--- src/sv/rc_channel_frame_parser_top_assert.svh ---
// Assertion macros for the RC channel frame parser.
`ifndef RC_CHANNEL_FRAME_PARSER_TOP_ASSERT_SVH
`define RC_CHANNEL_FRAME_PARSER_TOP_ASSERT_SVH
`ifndef SYNTHESIS
// cond must hold at every clock edge out of reset
`define RCCFP_ASSERT(label, cond) \
    label: assert property (@(posedge clk) disable iff (!rst_n) (cond)) \
        else $error("rccfp: assertion failed");
// post must hold in the same cycle as pre
`define RCCFP_ASSERT_IMPL(label, pre, post) \
    label: assert property (@(posedge clk) disable iff (!rst_n) (pre) |-> (post)) \
        else $error("rccfp: assertion failed");
`else
`define RCCFP_ASSERT(label, cond)
`define RCCFP_ASSERT_IMPL(label, pre, post)
`endif
`endif

--- src/sv/rccfp_pkg.sv ---
// Shared types and constants of the RC channel frame parser.
package rccfp_pkg;

    localparam int CHANNELS_DEF   = 14;
    localparam int BYTE_W         = 8;
    localparam int VALUE_W        = 16;
    localparam int INDEX_W        = 4;
    localparam int POS_W          = 5;
    localparam int CFG_ADDR_W     = 1;
    localparam int TOKQ_DEPTH     = 2;
    localparam int TOKQ_PTR_W     = $clog2(TOKQ_DEPTH);
    localparam int TOKQ_CNT_W     = TOKQ_PTR_W + 1;

    localparam logic [BYTE_W-1:0]  START_BYTE_RST   = 8'h20;
    localparam logic [BYTE_W-1:0]  COMMAND_BYTE_RST = 8'h40;
    localparam logic [VALUE_W-1:0] CHECK_INIT       = 16'hFFFF;

    // configuration register indexes
    localparam logic [CFG_ADDR_W-1:0] REG_START_BYTE   = 1'b0;
    localparam logic [CFG_ADDR_W-1:0] REG_COMMAND_BYTE = 1'b1;

    typedef enum logic [2:0] {
        PH_START,
        PH_CMD,
        PH_PAYLOAD,
        PH_CHK_LO,
        PH_CHK_HI
    } phase_t;

    typedef struct packed {
        logic [1:0] busy;
        phase_t     phase;
    } front_status_t;

    typedef struct packed {
        logic active;
        logic bank;
        logic release_bank;
    } back_status_t;

endpackage

--- src/sv/rccfp_front.sv ---
// Front end: byte parser, checksum, payload writes and bank ownership.
module rccfp_front #(
    parameter int CHANNELS = rccfp_pkg::CHANNELS_DEF,
    parameter int CH_W     = 4
) (
    input  logic                              clk,
    input  logic                              rst_n,
    input  logic                              push,
    output logic                              full,
    input  logic [rccfp_pkg::BYTE_W-1:0]      rx_byte,
    input  logic                              cfg_we,
    input  logic [rccfp_pkg::CFG_ADDR_W-1:0]  cfg_addr,
    input  logic [rccfp_pkg::BYTE_W-1:0]      cfg_data,
    output logic                              wr_en,
    output logic                              wr_bank,
    output logic [CH_W-1:0]                   wr_idx,
    output logic [rccfp_pkg::VALUE_W-1:0]     wr_data,
    output logic                              tok_push,
    output logic                              tok_bank,
    input  rccfp_pkg::back_status_t           be_status,
    output rccfp_pkg::front_status_t          fe_status
);

    localparam logic [rccfp_pkg::POS_W-1:0] POS_LAST = rccfp_pkg::POS_W'(2 * CHANNELS - 1);

    rccfp_pkg::phase_t                phase_reg, phase_next;
    logic [rccfp_pkg::POS_W-1:0]      pos_reg, pos_next;
    logic [rccfp_pkg::VALUE_W-1:0]    check_reg, check_next;
    logic [rccfp_pkg::BYTE_W-1:0]     lo_reg, lo_next;
    logic                             bank_reg, bank_next;
    logic [1:0]                       busy_reg, busy_next;
    logic [rccfp_pkg::BYTE_W-1:0]     start_byte_reg;
    logic [rccfp_pkg::BYTE_W-1:0]     command_byte_reg;
    logic                             accept;
    logic [rccfp_pkg::VALUE_W-1:0]    byte_ext;

    // stall only when the bank we must write still belongs to the back end
    assign full     = (phase_reg == rccfp_pkg::PH_PAYLOAD) && busy_reg[bank_reg];
    assign accept   = push && !full;
    assign byte_ext = {{(rccfp_pkg::VALUE_W - rccfp_pkg::BYTE_W){1'b0}}, rx_byte};

    assign wr_en    = accept && (phase_reg == rccfp_pkg::PH_PAYLOAD) && pos_reg[0];
    assign wr_bank  = bank_reg;
    assign wr_idx   = pos_reg[CH_W:1];
    assign wr_data  = {rx_byte, lo_reg};
    assign tok_bank = bank_reg;

    assign fe_status.busy  = busy_reg;
    assign fe_status.phase = phase_reg;

    always_ff @(posedge clk or negedge rst_n)
    begin
        if (!rst_n)
        begin
            phase_reg        <= rccfp_pkg::PH_START;
            pos_reg          <= '0;
            check_reg        <= rccfp_pkg::CHECK_INIT;
            bank_reg         <= 1'b0;
            busy_reg         <= '0;
            start_byte_reg   <= rccfp_pkg::START_BYTE_RST;
            command_byte_reg <= rccfp_pkg::COMMAND_BYTE_RST;
        end
        else
        begin
            phase_reg <= phase_next;
            pos_reg   <= pos_next;
            check_reg <= check_next;
            bank_reg  <= bank_next;
            busy_reg  <= busy_next;
            if (cfg_we && (cfg_addr == rccfp_pkg::REG_START_BYTE))
            begin
                start_byte_reg <= cfg_data;
            end
            if (cfg_we && (cfg_addr == rccfp_pkg::REG_COMMAND_BYTE))
            begin
                command_byte_reg <= cfg_data;
            end
        end
    end

    // low byte of the channel being collected
    always_ff @(posedge clk)
    begin
        lo_reg <= lo_next;
    end

    always_comb
    begin
        phase_next = phase_reg;
        pos_next   = pos_reg;
        check_next = check_reg;
        lo_next    = lo_reg;
        bank_next  = bank_reg;
        busy_next  = busy_reg;
        tok_push   = 1'b0;

        if (be_status.release_bank)
        begin
            busy_next[be_status.bank] = 1'b0;
        end

        if (accept)
        begin
            case (phase_reg)
                rccfp_pkg::PH_CMD:
                begin
                    if (rx_byte == command_byte_reg)
                    begin
                        check_next = check_reg - byte_ext;
                        pos_next   = '0;
                        phase_next = rccfp_pkg::PH_PAYLOAD;
                    end
                    else
                    begin
                        phase_next = rccfp_pkg::PH_START;
                    end
                end
                rccfp_pkg::PH_PAYLOAD:
                begin
                    if (!pos_reg[0])
                    begin
                        lo_next = rx_byte;
                    end
                    check_next = check_reg - byte_ext;
                    pos_next   = pos_reg + 1'b1;
                    if (pos_reg == POS_LAST)
                    begin
                        phase_next = rccfp_pkg::PH_CHK_LO;
                    end
                end
                rccfp_pkg::PH_CHK_LO:
                begin
                    if (rx_byte == check_reg[7:0])
                    begin
                        phase_next = rccfp_pkg::PH_CHK_HI;
                    end
                    else
                    begin
                        phase_next = rccfp_pkg::PH_START;
                    end
                end
                rccfp_pkg::PH_CHK_HI:
                begin
                    // good frame: hand the bank to the back end, switch banks
                    if (rx_byte == check_reg[15:8])
                    begin
                        tok_push            = 1'b1;
                        busy_next[bank_reg] = 1'b1;
                        bank_next           = !bank_reg;
                    end
                    phase_next = rccfp_pkg::PH_START;
                end
                default:
                begin
                    phase_next = rccfp_pkg::PH_START;
                    if (rx_byte == start_byte_reg)
                    begin
                        check_next = rccfp_pkg::CHECK_INIT - byte_ext;
                        pos_next   = '0;
                        phase_next = rccfp_pkg::PH_CMD;
                    end
                end
            endcase
        end
    end

endmodule

--- src/sv/rccfp_tokq.sv ---
// Short queue of finished-frame bank numbers between front and back end.
module rccfp_tokq (
    input  logic                               clk,
    input  logic                               rst_n,
    input  logic                               tok_push,
    input  logic                               tok_bank_in,
    input  logic                               tok_pop,
    output logic                               tok_empty,
    output logic                               tok_bank_out,
    output logic [rccfp_pkg::TOKQ_CNT_W-1:0]   tok_count
);

    logic                               entry_reg [rccfp_pkg::TOKQ_DEPTH];
    logic [rccfp_pkg::TOKQ_PTR_W-1:0]   wr_ptr_reg;
    logic [rccfp_pkg::TOKQ_PTR_W-1:0]   rd_ptr_reg;
    logic [rccfp_pkg::TOKQ_CNT_W-1:0]   count_reg;
    logic                               do_push;
    logic                               do_pop;

    assign tok_empty    = (count_reg == '0);
    assign tok_bank_out = entry_reg[rd_ptr_reg];
    assign tok_count    = count_reg;
    assign do_push      = tok_push;
    assign do_pop       = tok_pop && !tok_empty;

    // depth is a power of two, pointers wrap on their own
    always_ff @(posedge clk or negedge rst_n)
    begin
        if (!rst_n)
        begin
            wr_ptr_reg <= '0;
            rd_ptr_reg <= '0;
            count_reg  <= '0;
        end
        else
        begin
            if (do_push)
            begin
                wr_ptr_reg <= wr_ptr_reg + 1'b1;
            end
            if (do_pop)
            begin
                rd_ptr_reg <= rd_ptr_reg + 1'b1;
            end
            case ({do_push, do_pop})
                2'b10:   count_reg <= count_reg + 1'b1;
                2'b01:   count_reg <= count_reg - 1'b1;
                default: count_reg <= count_reg;
            endcase
        end
    end

    always_ff @(posedge clk)
    begin
        if (do_push)
        begin
            entry_reg[wr_ptr_reg] <= tok_bank_in;
        end
    end

endmodule

--- src/sv/rccfp_back.sv ---
// Back end: two-bank channel memory and channel emitter with output register.
module rccfp_back #(
    parameter int CHANNELS = rccfp_pkg::CHANNELS_DEF,
    parameter int CH_W     = 4
) (
    input  logic                                clk,
    input  logic                                rst_n,
    input  logic                                wr_en,
    input  logic                                wr_bank,
    input  logic [CH_W-1:0]                     wr_idx,
    input  logic [rccfp_pkg::VALUE_W-1:0]       wr_data,
    input  logic                                tok_empty,
    input  logic                                tok_bank,
    output logic                                tok_pop,
    output rccfp_pkg::back_status_t             be_status,
    output logic                                empty,
    input  logic                                pop,
    output logic [rccfp_pkg::INDEX_W-1:0]       channel_index,
    output logic [rccfp_pkg::VALUE_W-1:0]       channel_value,
    output logic                                last_channel
);

    localparam int DEPTH = 2 * CHANNELS;
    localparam int AW    = (DEPTH > 1) ? $clog2(DEPTH) : 1;
    localparam logic [CH_W-1:0] CH_LAST = CH_W'(CHANNELS - 1);

    logic [rccfp_pkg::VALUE_W-1:0]  mem [DEPTH];
    logic                           active_reg;
    logic                           bank_reg;
    logic [CH_W-1:0]                ch_reg;
    logic                           out_valid_reg;
    logic [rccfp_pkg::VALUE_W-1:0]  out_value_reg;
    logic [CH_W-1:0]                out_ch_reg;
    logic                           out_last_reg;
    logic                           issue;
    logic                           finish;
    logic [AW-1:0]                  wr_addr;
    logic [AW-1:0]                  rd_addr;

    // bank 1 sits above bank 0
    assign wr_addr = (wr_bank ? AW'(CHANNELS) : AW'(0)) + AW'(wr_idx);
    assign rd_addr = (bank_reg ? AW'(CHANNELS) : AW'(0)) + AW'(ch_reg);

    assign issue   = active_reg && (!out_valid_reg || pop);
    assign finish  = issue && (ch_reg == CH_LAST);
    assign tok_pop = !active_reg && !tok_empty;

    assign be_status.active       = active_reg;
    assign be_status.bank         = bank_reg;
    assign be_status.release_bank = finish;

    assign empty         = !out_valid_reg;
    assign channel_index = rccfp_pkg::INDEX_W'(out_ch_reg);
    assign channel_value = out_value_reg;
    assign last_channel  = out_last_reg;

    always_ff @(posedge clk or negedge rst_n)
    begin
        if (!rst_n)
        begin
            active_reg    <= 1'b0;
            bank_reg      <= 1'b0;
            ch_reg        <= '0;
            out_valid_reg <= 1'b0;
        end
        else
        begin
            if (tok_pop)
            begin
                active_reg <= 1'b1;
                bank_reg   <= tok_bank;
                ch_reg     <= '0;
            end
            else if (issue)
            begin
                ch_reg <= ch_reg + 1'b1;
                if (finish)
                begin
                    active_reg <= 1'b0;
                end
            end

            if (issue)
            begin
                out_valid_reg <= 1'b1;
            end
            else if (pop)
            begin
                out_valid_reg <= 1'b0;
            end
        end
    end

    // memory write port and registered read port, which is the output register
    always_ff @(posedge clk)
    begin
        if (wr_en)
        begin
            mem[wr_addr] <= wr_data;
        end
        if (issue)
        begin
            out_value_reg <= mem[rd_addr];
            out_ch_reg    <= ch_reg;
            out_last_reg  <= (ch_reg == CH_LAST);
        end
    end

endmodule

--- src/sv/rc_channel_frame_parser_top.sv ---
// Top level of the RC channel frame parser: front parser, bank queue, channel emitter.
// Input: one byte per cycle unless full; full rises only while both payload banks are held.
// A good frame's bank passes the bank queue, then the back end bank register, then the output.
// Output: one channel per cycle while pop keeps up, from the registered memory read port.
// Reset (rst_n low, async): parser awaits start byte, queues empty, config bytes to defaults.
// Payload memory needs no clearing: a bank is read only after a full frame was written.
module rc_channel_frame_parser_top #(
    parameter int CHANNELS = rccfp_pkg::CHANNELS_DEF
) (
    input  logic                                clk,
    input  logic                                rst_n,
    input  logic                                push,
    output logic                                full,
    input  logic [rccfp_pkg::BYTE_W-1:0]        rx_byte,
    output logic                                empty,
    input  logic                                pop,
    output logic [rccfp_pkg::INDEX_W-1:0]       channel_index,
    output logic [rccfp_pkg::VALUE_W-1:0]       channel_value,
    output logic                                last_channel,
    input  logic                                cfg_we,
    input  logic [rccfp_pkg::CFG_ADDR_W-1:0]    cfg_addr,
    input  logic [rccfp_pkg::BYTE_W-1:0]        cfg_data
);

    `include "rc_channel_frame_parser_top_assert.svh"

    // channel counter width, at least one bit
    localparam int CH_W = (CHANNELS > 1) ? $clog2(CHANNELS) : 1;

    // index of the final channel, and the bank queue occupancy limit
    localparam logic [rccfp_pkg::INDEX_W-1:0] LAST_INDEX = rccfp_pkg::INDEX_W'(CHANNELS - 1);
    localparam logic [rccfp_pkg::TOKQ_CNT_W-1:0] TOKQ_LIMIT =
        rccfp_pkg::TOKQ_CNT_W'(rccfp_pkg::TOKQ_DEPTH);

    // Front end writes each channel word into its current bank as the high
    // byte arrives. A frame with a good checksum pushes its bank number into
    // the queue; the back end then drains that bank, one channel per cycle
    // while pop keeps up, and the front end fills the other bank.
    logic                               wr_en;
    logic                               wr_bank;
    logic [CH_W-1:0]                    wr_idx;
    logic [rccfp_pkg::VALUE_W-1:0]      wr_data;
    logic                               tok_push;
    logic                               tok_bank_in;
    logic                               tok_pop;
    logic                               tok_empty;
    logic                               tok_bank_out;
    logic [rccfp_pkg::TOKQ_CNT_W-1:0]   tok_count;
    rccfp_pkg::front_status_t           fe_status;
    rccfp_pkg::back_status_t            be_status;

    rccfp_front #(
        .CHANNELS (CHANNELS),
        .CH_W     (CH_W)
    ) u_front (
        .clk       (clk),
        .rst_n     (rst_n),
        .push      (push),
        .full      (full),
        .rx_byte   (rx_byte),
        .cfg_we    (cfg_we),
        .cfg_addr  (cfg_addr),
        .cfg_data  (cfg_data),
        .wr_en     (wr_en),
        .wr_bank   (wr_bank),
        .wr_idx    (wr_idx),
        .wr_data   (wr_data),
        .tok_push  (tok_push),
        .tok_bank  (tok_bank_in),
        .be_status (be_status),
        .fe_status (fe_status)
    );

    rccfp_tokq u_tokq (
        .clk          (clk),
        .rst_n        (rst_n),
        .tok_push     (tok_push),
        .tok_bank_in  (tok_bank_in),
        .tok_pop      (tok_pop),
        .tok_empty    (tok_empty),
        .tok_bank_out (tok_bank_out),
        .tok_count    (tok_count)
    );

    rccfp_back #(
        .CHANNELS (CHANNELS),
        .CH_W     (CH_W)
    ) u_back (
        .clk           (clk),
        .rst_n         (rst_n),
        .wr_en         (wr_en),
        .wr_bank       (wr_bank),
        .wr_idx        (wr_idx),
        .wr_data       (wr_data),
        .tok_empty     (tok_empty),
        .tok_bank      (tok_bank_out),
        .tok_pop       (tok_pop),
        .be_status     (be_status),
        .empty         (empty),
        .pop           (pop),
        .channel_index (channel_index),
        .channel_value (channel_value),
        .last_channel  (last_channel)
    );

    // the bank being drained is still marked as held by the back end
    `RCCFP_ASSERT_IMPL(a_drain_bank_held, be_status.active, fe_status.busy[be_status.bank])
    // the parser stalls only while it needs to write payload
    `RCCFP_ASSERT_IMPL(a_full_in_payload, full, fe_status.phase == rccfp_pkg::PH_PAYLOAD)
    // bank queue never overflows
    `RCCFP_ASSERT_IMPL(a_tokq_room, tok_push, tok_count < TOKQ_LIMIT)
    // last flag sits on the final channel only
    `RCCFP_ASSERT_IMPL(a_last_index, !empty && last_channel, channel_index == LAST_INDEX)

endmodule
--- config.mk ---
export PLATFORM = sky130hd
export DESIGN_NAME = rc_channel_frame_parser_top
export DESIGN_NICKNAME = d
export VERILOG_FILES = /design/src/sv/rccfp_pkg.sv /design/src/sv/rccfp_front.sv /design/src/sv/rccfp_tokq.sv /design/src/sv/rccfp_back.sv /design/src/sv/rc_channel_frame_parser_top.sv
export VERILOG_INCLUDE_DIRS = /design/src /design/src/sv
export SDC_FILE = /design/constraint.sdc
export NUM_CORES = 1
export LEC_CHECK = 0
export CAP_MARGIN = 40
export CELL_PAD_IN_SITES_DETAIL_PLACEMENT = 0
export CELL_PAD_IN_SITES_GLOBAL_PLACEMENT = 1
export CORE_ASPECT_RATIO = 0.9
export CORE_MARGIN = 2
export CORE_UTILIZATION = 58
export DETAILED_ROUTE_END_ITERATION = 7
export DONT_BUFFER_PORTS = 1
export PLACE_DENSITY = 0.85
export SYNTH_ARGS = -nofsm -noshare
export SYNTH_HDL_FRONTEND = slang
export SYNTH_SLANG_ARGS = --single-unit
--- constraint.sdc ---
create_clock -name clk -period 7.5 [get_ports clk]
set_input_delay 0.75 -clock clk [delete_from_list [all_inputs] [get_ports clk]]
set_output_delay 0.75 -clock clk [all_outputs]
set_load 0.005 [all_outputs]
# After elaboration in Yosys (flattened, before gate mapping)
# Memories as Yosys holds them, arrays and structs flattened. A register that Yosys moved wholly into a read port is not among the register bits.
# Cells that the tools add are included.
[totals]
reg_bits = 66
mem_bits_rw = 450
inputBits = 22
wordCells = 121
mem_count = 2
[mem_list]
columns = ["memory", "depth", "word_bits", "rd", "rd_clocked_by_memory_dff", "write_ports", "line", "source"]
rows = [
  ["u_back.mem", 28, 16, 1, 1, 1, "rccfp_back.sv:27", "logic [rccfp_pkg::VALUE_W-1:0] mem [DEPTH];"],
  ["u_tokq.entry_reg", 2, 1, 1, 1, 1, "rccfp_tokq.sv:13", "logic entry_reg [rccfp_pkg::TOKQ_DEPTH];"],
]
[op_classes]
n_addsub = 10
magnitude_cmp = 4
eq_ne = 14
mux = 38
bitwise = 6
reduce_logical = 31
[op_table]
columns = ["cell", "n"]
rows = [
  ["$pmux W16 S3", 1],
  ["$eq A8 B8 Y1", 4],
  ["$mux W16", 2],
  ["$mux W1", 17],
  ["$mux W4", 4],
  ["$sub A16 B8 Y16", 1],
  ["$pmux W5 S3", 1],
  ["$logic_and A1 B1 Y1", 12],
  ["$pmux W3 S4", 1],
  ["$add A5 B4 Y5", 2],
  ["$mux W2", 5],
  ["$mux W5", 2],
  ["$sub A1 B9 Y10 const A", 1],
  ["$reduce_bool A2 Y1", 4],
  ["$eq A3 B2 Y1 const B", 2],
  ["$logic_not A1 Y1", 6],
  ["$mux W3", 2],
  ["$reduce_and A3 Y1", 2],
  ["$add A5 B1 Y5 const B", 1],
  ["$eq A5 B5 Y1 const B", 1],
  ["$add A4 B1 Y4 const B", 1],
  ["$eq A4 B4 Y1 const B", 1],
  ["$lt A1 B2 Y1 const B", 2],
  ["$pmux W2 S2", 1],
  ["21 further kinds", 27],
]

# Logic depth before layout (Yosys ltp)
# Gate-level depths: netlist (run 1).
[logic_depth]
depth_word = 11
mapped_depth = 10
ltp_nobuf = 9

# Modules after synthesis
# A second synthesis (run 1) with hierarchy kept.
[hier_totals]
hier_cells = 1252
hier_area_um2 = 21911.0
[modules_own_cells]
columns = ["mod", "n_inst", "cells_per_inst", "area_each_um2"]
rows = [
  ["rccfp_back", 1, 931, 18601.6],
  ["rccfp_front", 1, 302, 3051.7],
  ["rccfp_tokq", 1, 19, 257.7],
]

# Least setup slack after synthesis (run 1)
# Ideal clock, no wire load.
[synth_path]
kind = "register -> register"
startpoint = "reg u_back.bank_reg (read register of u_tokq.entry_reg)"
endpoint = "reg u_back.out_value_reg, in the netlist u_back.channel_value[13] (read register of u_back.mem) (data pin)"
setup_time_ps = 268
arrival_time_ps = 2878
required_time_ps = 7232
setup_slack_ps = 4354
path_stages_with_launch = 9
path_buffers = 2
synth_period_minus_slack_ps = 3146
cell_sequence = "dfrtp_1 ha_1 fa_1 clkbuf_1 buf_1 mux4_2 mux4_2 nand2_1 o21ai_0"
[synth_via]
elab_chain_cells = 2
[synth_rtl]
columns = ["item", "line", "source"]
rows = [
  ["from (decl)", "rccfp_back.sv:29", "logic bank_reg;"],
  ["$mux W4", "rccfp_back.sv:42", "assign rd_addr = (bank_reg ? AW'(CHANNELS) : AW'(0)) + AW'(ch_reg);"],
  ["$add A5 B4 Y5", "rccfp_back.sv:42", ""],
  ["to (decl)", "rccfp_back.sv:32", "logic [rccfp_pkg::VALUE_W-1:0] out_value_reg;"],
]
# No other way between the ends.
# A chain may end at the register's enable or synchronous reset.

# Worst setup path after layout (run 1)
[layout_path]
startpoint = "reg u_back.bank_reg (read register of u_tokq.entry_reg)"
endpoint = "reg u_back.out_value_reg, in the netlist u_back.channel_value[6] (read register of u_back.mem) (data pin)"
# The elaborated chain is that of the path after synthesis.

==> results.tsv, run 1 <==
metric	value	unit
total track usage	0.242	
Flop pwr share	0.522	
DIE AREA	38500	um^2
Post-Synth Adder-Cell Area	0.0133	
Req. time, crit path	7.80	ns
sequential fraction of the synthesis area	0.736	
FF+latch count, synth	533	
startpoint types	flop	
DRT antenna net count	0	
P&R area growth vs syn	11.2	%
DRT Pass-1 Iters	5	
DP Wirelength	24800	um
Post-synth EDFFs	479	
post-CTS sizing	0	
crit path launch	u_back.bank_reg	
CTS Root Cell	clkbuf_16	
clock power share	0.385	
Ports	45	
DRC viols	0	
element type at the critical path end	flop	
Max VDD drop	0.000251	V
fmax	273	MHz
crit path kind	flop to flop	
worst path arrival time	3.97	ns
vias in the first global route	10600	
crit path time final	3.67	ns
endpoints failing setup	0	
status	finished, final reports clean	
syn_nets	1154	
Final #Nets	1191	
sw frac	0.223	
leading cell type by number of instances after synthesis	edfxtp_1	
synth cell count leaders	479 x edfxtp_1, 128 x mux4_2, 55 x nand2_1	
top cell type by total area after synthesis	edfxtp_1	
Initial Utilization	0.591	
Final GP Congestion	0.749	
n_diodes	0	
CTS max path bufs	3	
skew final	0.0310	ns
H-tree depth	2	
Pins Over Slew Limit	0	
largest family of logic cells by synthesized area	multiplexers	
Die Span Y	186	um
normalized max-slew margin	0.395	
ranking of synthesized cells by area	edfxtp_1 67%, mux4_2 13%, dfrtp_1 4.2%, dfstp_2 2.2%, xnor2_1 1.2%	
endpoints failing hold	0	
DRT iter0 DRCs	1141	
Syn Std Cell Area	21400	um^2
FFs w/ async S/R, synth	0.101	
Num CTS Buffers	50	
Logic pwr share	0.093	
share of layout cells above drive strength 1	0.243	
final period utilization	0.489	
Synth Area in Compound Gates	0.0276	
grt ovf	0	
Pwr Total	0.00644	W
total wire length	44800	um
worst-path fanout max	23	
Worst R2R Start	u_back.bank_reg	
initial antenna violation count	1	
Synth top area share	0.672	
MaxCap Viol Count	0	
RSZ-0062 raised after global routing	no	
via total after detailed routing	10600	
leakage power	7.72	nW
largest net degree at the start of global routing	90	
CTS tree	yes	
routed length per instance	26.9	um
YS warnings	0	
PortBufs	0	
post-synthesis mux area share	0.153	
post-synthesis simple-gate area fraction	0.0396	
XOR/XNOR Fraction of Synth Area	0.0172	
Unique masters post-synth	51	
Post-Syn Instances	1111	
CTS sink cnt	533	
most common flop cell mapped by yosys	edfxtp_1	
max FFs per register	448	
Synth Area per Inst	19.3	um^2
clk slew on worst S/H paths	0.06	ns
Worst Tran Pin Value	0.903	ns
sw power	0.00144	W
setup TNS	0	ns
site row count	66	
Pwr Density	270	nW/um^2
Die Wd	207	um
drt via density	6.34	
clk_lat worst skew	0.59	ns
area of the core	36300	um^2
Pint	0.00501	W
global-route wire length before repair	66600	um
Min-Delay Path Class	input port to async pin	
[layer usage]
layer,part of all wire,vias to the layer above,global-route usage
met1,0.41,5522,0.344
li1,-,4534,-
met2,0.50,431,0.395
met3,0.076,64,0.0423
met4,0.019,0,0.0606
met5,0,-,0
[placed cells by master, fill, tap and decap left out, types with 4 or more instances in the layout]
master / count
or4_1: 6
o21ai_0: 44
xnor2_1: 29
ha_1: 17
or3_1: 5
nor2_1: 52
mux4_2: 128
dfrtp_1: 35
clkinv_2: 10
mux2i_1: 18
o31ai_1: 6
clkbuf_16: 51
o21ai_1: 9
clkinv_1: 15
nand2b_1: 4
nor2b_1: 6
xor2_1: 12
buf_4: 34
dfstp_2: 18
a21o_1: 7
nand4_1: 5
a21oi_1: 12
bufinv_16: 5
mux2_2: 19
inv_1: 16
nand2_1: 55
nor4_1: 4
nand3_1: 22
edfxtp_1: 479
clkbuf_1: 6
nor3_1: 6
[cell type report]
| type | count | area, um^2 |
|---|---|---|
| clock buffer | 56 | 1270 |
| timing repair buffer | 39 | 367 |
| tap | 476 | 596 |
| clock inverter | 37 | 344 |
| multi-input combinational | 508 | 5420 |
| fill | 2318 | 12400 |
| inverter | 16 | 60.1 |
| sequential | 533 | 15800 |
[critical path, stage by stage, from the launching register on]
cell     delay, ns
dfrtp_1       0.49
ha_4          0.22
fa_2          1.08
buf_4         0.52
mux4_2        0.37
mux4_2        0.48
nand2_1       0.09
o21ai_0       0.12
[power groups by stage]
stage,Sequential [W],Clock [W],Combinational [W]
6_report,0.00336,0.00248,0.000600
5_1_grt,0.00337,0.00264,0.000656
4_1_cts,0.00336,0.00252,0.000606
3_5_place_dp,0.00342,0,0.000590
3_3_place_gp,0.00342,0,0.000576
2_1_floorplan,0.00340,0,0.000484
[metrics by stage]
step	instance area (um^2)	std cells	hold WS (ns)	util	setup slack [ns]
2_1_floorplan	21400	1111	0.442	-	4.35
3_3_place_gp	22100	1568	0.453	0.610	3.91
3_5_place_dp	22100	1570	0.456	0.611	3.87
4_1_cts	23800	1664	0.0264	0.656	3.80
5_1_grt	23800	1665	0.0361	0.657	3.68
6_report	23800	1665	0.0171	0.657	3.83
[worst paths after layout]
| kind | end | depth (start not counted) | slack (ns) |
|---|---|---|---|
| max in group asynchronous | u_front.check_reg[3] | 1 | 7.15 |
| min in group clk | u_back.mem[24][10] | 0 | 0.25 |
| min | u_front.command_byte_reg[0] | 1 | 0.02 |
| max | u_back.channel_value[6] | 7 | 3.83 |
| max reg2reg | u_back.channel_value[6] | 7 | 3.83 |
| min reg2reg | u_front.check_reg[7] | 2 | 0.46 |
[kinds of logic after synthesis]
kind of cell,after synthesis
flops,533
simple gates,181
mux,165
compound gates,99
buf+inv,70
xor+xnor,42
fa+ha+maj,21
[what timing repair did]
item,4_1_cts,5_1_grt
hold buffers,1,0
endpoints found under the hold margin,54,0
setup buffers,0,0
(Power assumes the default switching activity.)
==> inputs of run 2 (changes only) <==
--- a/config.mk
+++ b/config.mk
@@ -11,10 +11,10 @@
 export CELL_PAD_IN_SITES_GLOBAL_PLACEMENT = 1
 export CORE_ASPECT_RATIO = 0.9
 export CORE_MARGIN = 2
-export CORE_UTILIZATION = 58
+export CORE_UTILIZATION = 56
 export DETAILED_ROUTE_END_ITERATION = 7
 export DONT_BUFFER_PORTS = 1
-export PLACE_DENSITY = 0.85
+export PLACE_DENSITY = 0.83
 export SYNTH_ARGS = -nofsm -noshare
 export SYNTH_HDL_FRONTEND = slang
 export SYNTH_SLANG_ARGS = --single-unit
==> constraint.sdc (replaced) <==
create_clock -name clk -period 3.8 [get_ports clk]
set_input_delay 0.38 -clock clk [delete_from_list [all_inputs] [get_ports clk]]
set_output_delay 0.38 -clock clk [all_outputs]
set_load 0.005 [all_outputs]
==> run 2 against run 1 <==
Effect of this change: clock power increased by 110%; register-to-register slack worse by 3.1 ns; non-clock buffer count grew 38; sequential share of layout area decreased by 1.6 points; wire length up 3.9%; critical path type unchanged; largest power group unchanged.
==> results.tsv, run 2 (synthesized netlist as in run 1, its figures left out) <==
metric	value	unit	change
# placed instances	1589		+1.2%
DRT Pass-1 Iters	5		unchanged
endpoints failing hold	0		unchanged
total track usage	0.240		-0.00194
Die Wd	210	um	+1.7%
critical path, cell by cell	ha_4 > fa_2 > mux4_2 > mux4_2 > nand2_1 > o21ai_0		
Worst Hold Margin	0.0231	ns	+0.00605 ns
Max VDD drop	0.000357	V	+42%
CP peak stage delay	1.03	ns	-0.05 ns
Num CTS Buffers	50		unchanged
crit path time final	3.08	ns	-0.588 ns
Initial Utilization	0.572		-0.0192
max FFs per register	448		unchanged
DRC viols	0		unchanged
site row count	67		+1.5%
drt via density	6.27		-1.1%
share of layout cells above drive strength 1	0.257		+0.0137
final period utilization	0.811		+0.322
worst-path fanout max	24		+4.3%
Die Span Y	190	um	+1.7%
grt ovf	0		unchanged
CTS tree	yes		
setup TNS	0	ns	unchanged
filler-free cell count of the finished design	1710		+2.7%
endpoints failing setup	0		unchanged
largest net degree at the start of global routing	55		-39%
status	finished, final reports clean		
area of the core	37500	um^2	+3.4%
Final GP Congestion	0.778		+3.9%
PortBufs	0		unchanged
MaxCap Viol Count	0		unchanged
Pwr Density	542	nW/um^2	+100%
CTS max path bufs	3		unchanged
fmax	325	MHz	+19%
P&R area growth vs syn	14.0	%	
CTS Root Cell	clkbuf_16		
element type at the critical path end	flop		
Worst Tran Pin Value	1.01	ns	+0.107 ns
Final #Nets	1229		+3.2%
Ports	45		unchanged
via total after detailed routing	10700		+1.5%
crit path kind	flop to flop		
total wire length	46500	um	+3.9%
DRT iter0 DRCs	1203		+5.4%
vias in the first global route	10700		+1.0%
DRT antenna net count	0		unchanged
routed length per instance	27.2	um	+1.2%
most used cell, CP	mux4_2		
commonest non-fill, non-tap cells in the layout	479 x edfxtp_1, 128 x mux4_2, 55 x nand2_1		
DP Wirelength	26900	um	+8.5%
startpoint types	flop		
Req. time, crit path	4.10	ns	-3.70 ns
global-route wire length before repair	69200	um	+3.9%
normalized max-slew margin	0.327		-0.0679
clk_lat worst skew	0.57	ns	-0.02 ns
worst path arrival time	3.38	ns	-0.59 ns
skew final	0.0173	ns	-0.0136 ns
RSZ-0062 raised after global routing	no		
n_diodes	0		unchanged
CP top delay family	adder cells		
worst path buffer plus inverter count	0		-1
most common cell after layout, fill and taps aside	edfxtp_1		
DIE AREA	39800	um^2	+3.5%
H-tree depth	2		unchanged
Slowest-stage cell, CP	fa_2		
Pins Over Slew Limit	0		unchanged
post-CTS sizing	0		unchanged
Min-Delay Path Class	input port to flop		
CTS sink cnt	533		unchanged
leakage power	7.99	nW	+3.5%
initial antenna violation count	0		-1
clk slew on worst S/H paths	0.07	ns	about the same
## run 2: changes by cell type in the layout (fill, tap and decap cells not counted), moves of 4 or more
cell and delta:
buf_4 +7, bufinv_16 +4, buf_12 +4, dlygate4sd3_1 +17, buf_8 +7, clkinv_1 -10
## run 2: area by class of cell
| class | instances | area [um^2] |
|---|---|---|
| clock inverter | 31 | 402 |
| multi-input combinational | 508 | 5410 |
| clock buffer | 62 | 1360 |
| tap | 483 | 604 |
| fill | 2425 | 13100 |
| inverter | 16 | 60.1 |
| sequential | 533 | 15800 |
| timing repair buffer | 77 | 811 |
## run 2: report_power, final
part	switching [W]	internal, W	total (W)	leakage [nW]
combinational	0.000651	0.000637	0.00129	2.17
clock	0.00214	0.00316	0.00531	0.844
sequential	0.000115	0.00651	0.00663	4.97
total	0.00291	0.0103	0.0132	7.99
## run 2: timing repair
item | CTS | global route
setup buffers | 0 | 0
hold buffers | 19 | 0
endpoints found under the hold margin | 304 | 0
setup endpoints to repair | 0 | 0
## run 2: worst paths after layout
path / from / end / slack, ns / depth (start not counted)
setup / recovery: u_back.bank_reg / u_back.channel_value[13] / 0.72 / 6
setup reg to reg: u_back.bank_reg / u_back.channel_value[13] / 0.72 / 6
hold reg to reg: u_front.check_reg[5] / u_front.check_reg[5] / 0.47 / 2
max in group asynchronous: rst_n / u_front.check_reg[4] / 3.17 / 2
hold / removal: rx_byte[4] / u_front.check_reg[4] / 0.02 / 3
min in group asynchronous: rst_n / u_front.command_byte_reg[0] / 0.33 / 2
## run 2: worst register-to-register path: stages, from the launching register on
cell	delay (ns)
dfrtp_1	0.49
ha_4	0.22
fa_2	1.03
mux4_2	0.42
mux4_2	0.49
nand2_1	0.09
o21ai_0	0.09
## run 2: routing by layer
layer	global-route usage	share of wire
met5	0	0
met4	0.0578	0.021
met2	0.391	0.49
met1	0.332	0.40
met3	0.0566	0.089
## run 2: through the flow
step	worst slack (ns)	util	area, um^2	total power (W)
final	0.719	0.651	24400	0.0132
after global routing	0.590	0.651	24400	0.0136
after CTS	0.677	0.647	24300	0.0133
after detailed placement	0.754	0.594	22300	0.00796
after global placement	0.801	0.593	22200	0.00793
after floorplan	0.654	-	21400	0.00766
==> inputs of run 3 (changes only) <==
--- a/config.mk
+++ b/config.mk
@@ -6,12 +6,13 @@
 export SDC_FILE = /design/constraint.sdc
 export NUM_CORES = 1
 export LEC_CHECK = 0
+export ABC_AREA = 1
 export CAP_MARGIN = 40
 export CELL_PAD_IN_SITES_DETAIL_PLACEMENT = 0
 export CELL_PAD_IN_SITES_GLOBAL_PLACEMENT = 1
 export CORE_ASPECT_RATIO = 0.9
 export CORE_MARGIN = 2
-export CORE_UTILIZATION = 56
+export CORE_UTILIZATION = 52
 export DETAILED_ROUTE_END_ITERATION = 7
 export DONT_BUFFER_PORTS = 1
 export PLACE_DENSITY = 0.83
==> constraint.sdc (replaced) <==
create_clock -name clk -period 2.85 [get_ports clk]
set_input_delay 0.285 -clock clk [delete_from_list [all_inputs] [get_ports clk]]
set_output_delay 0.285 -clock clk [all_outputs]
set_load 0.005 [all_outputs]
==> run 3 against run 2 <==
Effect of this change: synthesized area grew 6.0%; via count grew 45%; critical endpoint is now u_back.channel_value[8]; utilization shrank 5.6 points; largest cell class unchanged; flip-flop and latch count is the same; clock power grew 27%; first-iteration DRC count grew 52%; wire length grew 28%.
==> results.tsv, run 3 <==
metric	value	unit	change
commonest non-fill, non-tap cells in the layout	479 x edfxtp_1, 364 x nand2_1, 330 x nor2_1		
Ports	45		unchanged
Max VDD drop	0.00105	V	+190%
normalized max-slew margin	0.379		+0.0527
worst-path fanout max	40		+67%
Syn Std Cell Area	22700	um^2	+6.0%
Synth Area per Inst	11.4	um^2	-41%
grt ovf	0		unchanged
DRT iter0 DRCs	1834		+52%
element type at the critical path end	flop		
Post-DP Area	23700	um^2	+6.3%
drt via density	5.84		-6.8%
YS warnings	0		unchanged
total track usage	0.268		+0.0281
CTS sink cnt	533		unchanged
cell count of the worst reg-to-reg path	8		+2
FF+latch count, synth	533		unchanged
total wire length	59600	um	+28%
startpoint types	flop		
Num CTS Buffers	51		+2.0%
CP peak stage delay	0.73	ns	-0.30 ns
DRT Pass-1 Iters	5		unchanged
R2R Setup Slk	0.25	ns	-0.47 ns
Synth top area share	0.634		-0.0380
n_diodes	0		unchanged
setup TNS	0	ns	unchanged
CTS max path bufs	3		unchanged
Die Span Y	202	um	+6.7%
most common flop cell mapped by yosys	edfxtp_1		
fmax	385	MHz	+19%
ranking of synthesized cells by area	edfxtp_1 63%, nand2_1 6.0%, nor2_1 5.5%, o21ai_0 5.2%, dfrtp_1 4.0%		
top cell type by total area after synthesis	edfxtp_1		
Min-Delay Path Class	input port to flop		
Final #Nets	2097		+71%
max FFs per register	448		unchanged
final period utilization	0.911		+0.100
routed length per instance	22.5	um	-17%
most common cell after layout, fill and taps aside	edfxtp_1		
site row count	72		+7.5%
critical path, cell by cell	ha_4 > buf_12 > o21ai_0 > o21ai_0 > nand2_1 > nand3_1 > nand3_1 > nand2_1		
vias in the first global route	15000		+40%
synth cell count leaders	479 x edfxtp_1, 364 x nand2_1, 330 x nor2_1		
MaxCap Viol Count	0		unchanged
DP Wirelength	35000	um	+30%
Initial Utilization	0.527		-0.0444
Final GP Congestion	0.851		+9.5%
worst path arrival time	3.04	ns	-0.34 ns
P&R area growth vs syn	12.9	%	
hold path startpoint	rx_byte[0]		
Worst Hold End	u_front.check_reg[0]		
share of layout cells above drive strength 1	0.0959		-0.161
crit path kind	flop to flop		
largest net degree at the start of global routing	76		+38%
clk slew on worst S/H paths	0.06	ns	about the same
Pwr Total	0.0300	W	+130%
area of the core	43100	um^2	+15%
Hold Path Cell Cnt	4		+1
H-tree depth	2		unchanged
PortBufs	0		unchanged
DIE AREA	45300	um^2	+14%
CTS Root Cell	clkbuf_16		
Pins Over Slew Limit	0		unchanged
syn_nets	2042		+77%
Die Wd	224	um	+6.7%
FFs w/ async S/R, synth	0.101		unchanged
DRT antenna net count	0		unchanged
initial antenna violation count	2		+2
Req. time, crit path	3.30	ns	-0.80 ns
Unique masters post-synth	42		-18%
RSZ-0062 raised after global routing	no		
CTS tree	yes		
leakage power	9.37	nW	+17%
Pwr Density	1170	nW/um^2	+120%
Worst R2R End	u_back.channel_value[8]		
Post-synth EDFFs	479		unchanged
sequential fraction of the synthesis area	0.694		-0.0416
Slowest-stage cell, CP	o21ai_0		
leading cell type by number of instances after synthesis	edfxtp_1		
status	finished, final reports clean		
clk_lat worst skew	0.58	ns	about the same
skew final	0.0216	ns	+0.00424 ns
post-CTS sizing	0		unchanged
Worst R2R Start	u_back.ch_reg[1]		
endpoints failing hold	0		unchanged
Post-Syn Instances	1999		+80%
via total after detailed routing	15500		+45%
DRC viols	0		unchanged
endpoints failing setup	0		unchanged
global-route wire length before repair	90300	um	+30%
crit path time final	2.60	ns	-0.484 ns
Worst Tran Pin Value	0.921	ns	-0.0887 ns
Non-Filler Cell Area, Final	25600	um^2	+5.0%
run 3: layer usage:
metal / up-vias / GRT usage / share of wire
met3: 111 / 0.0615 / 0.10
li1: 7108 / - / -
met2: 741 / 0.413 / 0.45
met4: 0 / 0.0875 / 0.033
met5: - / 0.00108 / 0
met1: 7523 / 0.379 / 0.41
run 3: kinds of logic after synthesis:
group,after synthesis,share of synthesized area
fa+ha+maj,21,0.0126
compound gates,371,0.0920
buf+inv,214,0.0442
flops,533,0.694
simple gates,839,0.149
xor+xnor,21,0.00843
run 3: per-stage QoR:
stage / utilization / setup WS, ns / cells / hold slack (ns)
floorplan: - / 0.0854 / 1999 / -0.0106
global placement: 0.550 / 0.356 / 2537 / -0.00913
detailed placement: 0.550 / 0.360 / 2537 / -0.00919
CTS: 0.595 / 0.335 / 2652 / 0.0178
global route: 0.595 / 0.116 / 2652 / 0.0333
finish: 0.595 / 0.253 / 2652 / 0.0354
run 3: what timing repair did:
action	4_1_cts	5_1_grt
endpoints found under the hold margin	309	0
hold buffers	19	0
buffers inserted	0	0
run 3: final cells by class:
| type | instances | area, um^2 |
|---|---|---|
| timing repair buffer | 103 | 1120 |
| tap | 555 | 694 |
| clock inverter | 26 | 265 |
| inverter | 113 | 429 |
| clock buffer | 70 | 1390 |
| multi-input combinational | 1252 | 5970 |
| sequential | 533 | 15800 |
| fill | 3429 | 17400 |
run 3: power breakdown:
group / internal (W) / total [W] / switching, W / leakage, nW
clock: 0.00387 / 0.00673 / 0.00286 / 0.800
combinational: 0.00415 / 0.0136 / 0.00942 / 3.61
sequential: 0.00930 / 0.00974 / 0.000440 / 4.97
total: 0.0173 / 0.0300 / 0.0127 / 9.37
run 3: worst max path at each step:
| stage | slack, ns | start | cells after the start | endpoint |
|---|---|---|---|---|
| after floorplan | 0.09 | u_front.tok_bank | 5 | u_back.mem[0][0] |
| after global placement | 0.36 | u_back.bank_reg | 8 | u_back.channel_value[8] |
| after detailed placement | 0.36 | u_back.ch_reg[1] | 8 | u_back.channel_value[8] |
| after CTS | 0.33 | u_back.ch_reg[1] | 8 | u_back.channel_value[8] |
| after global routing | 0.12 | u_front.tok_bank | 12 | u_tokq.tok_count[1] |
| final | 0.25 | u_back.ch_reg[1] | 8 | u_back.channel_value[8] |
run 3: worst max-delay path: cells and delay by family, from the launching register on:
| kind | cells | cell delay, ns |
|---|---|---|
| AOI/OAI and AO/OA | 2 | 0.83 |
| DFF | 1 | 0.45 |
| buffers and inverters | 1 | 0.24 |
| and+or+nand+nor | 4 | 0.45 |
| adders and majority gates | 1 | 0.47 |
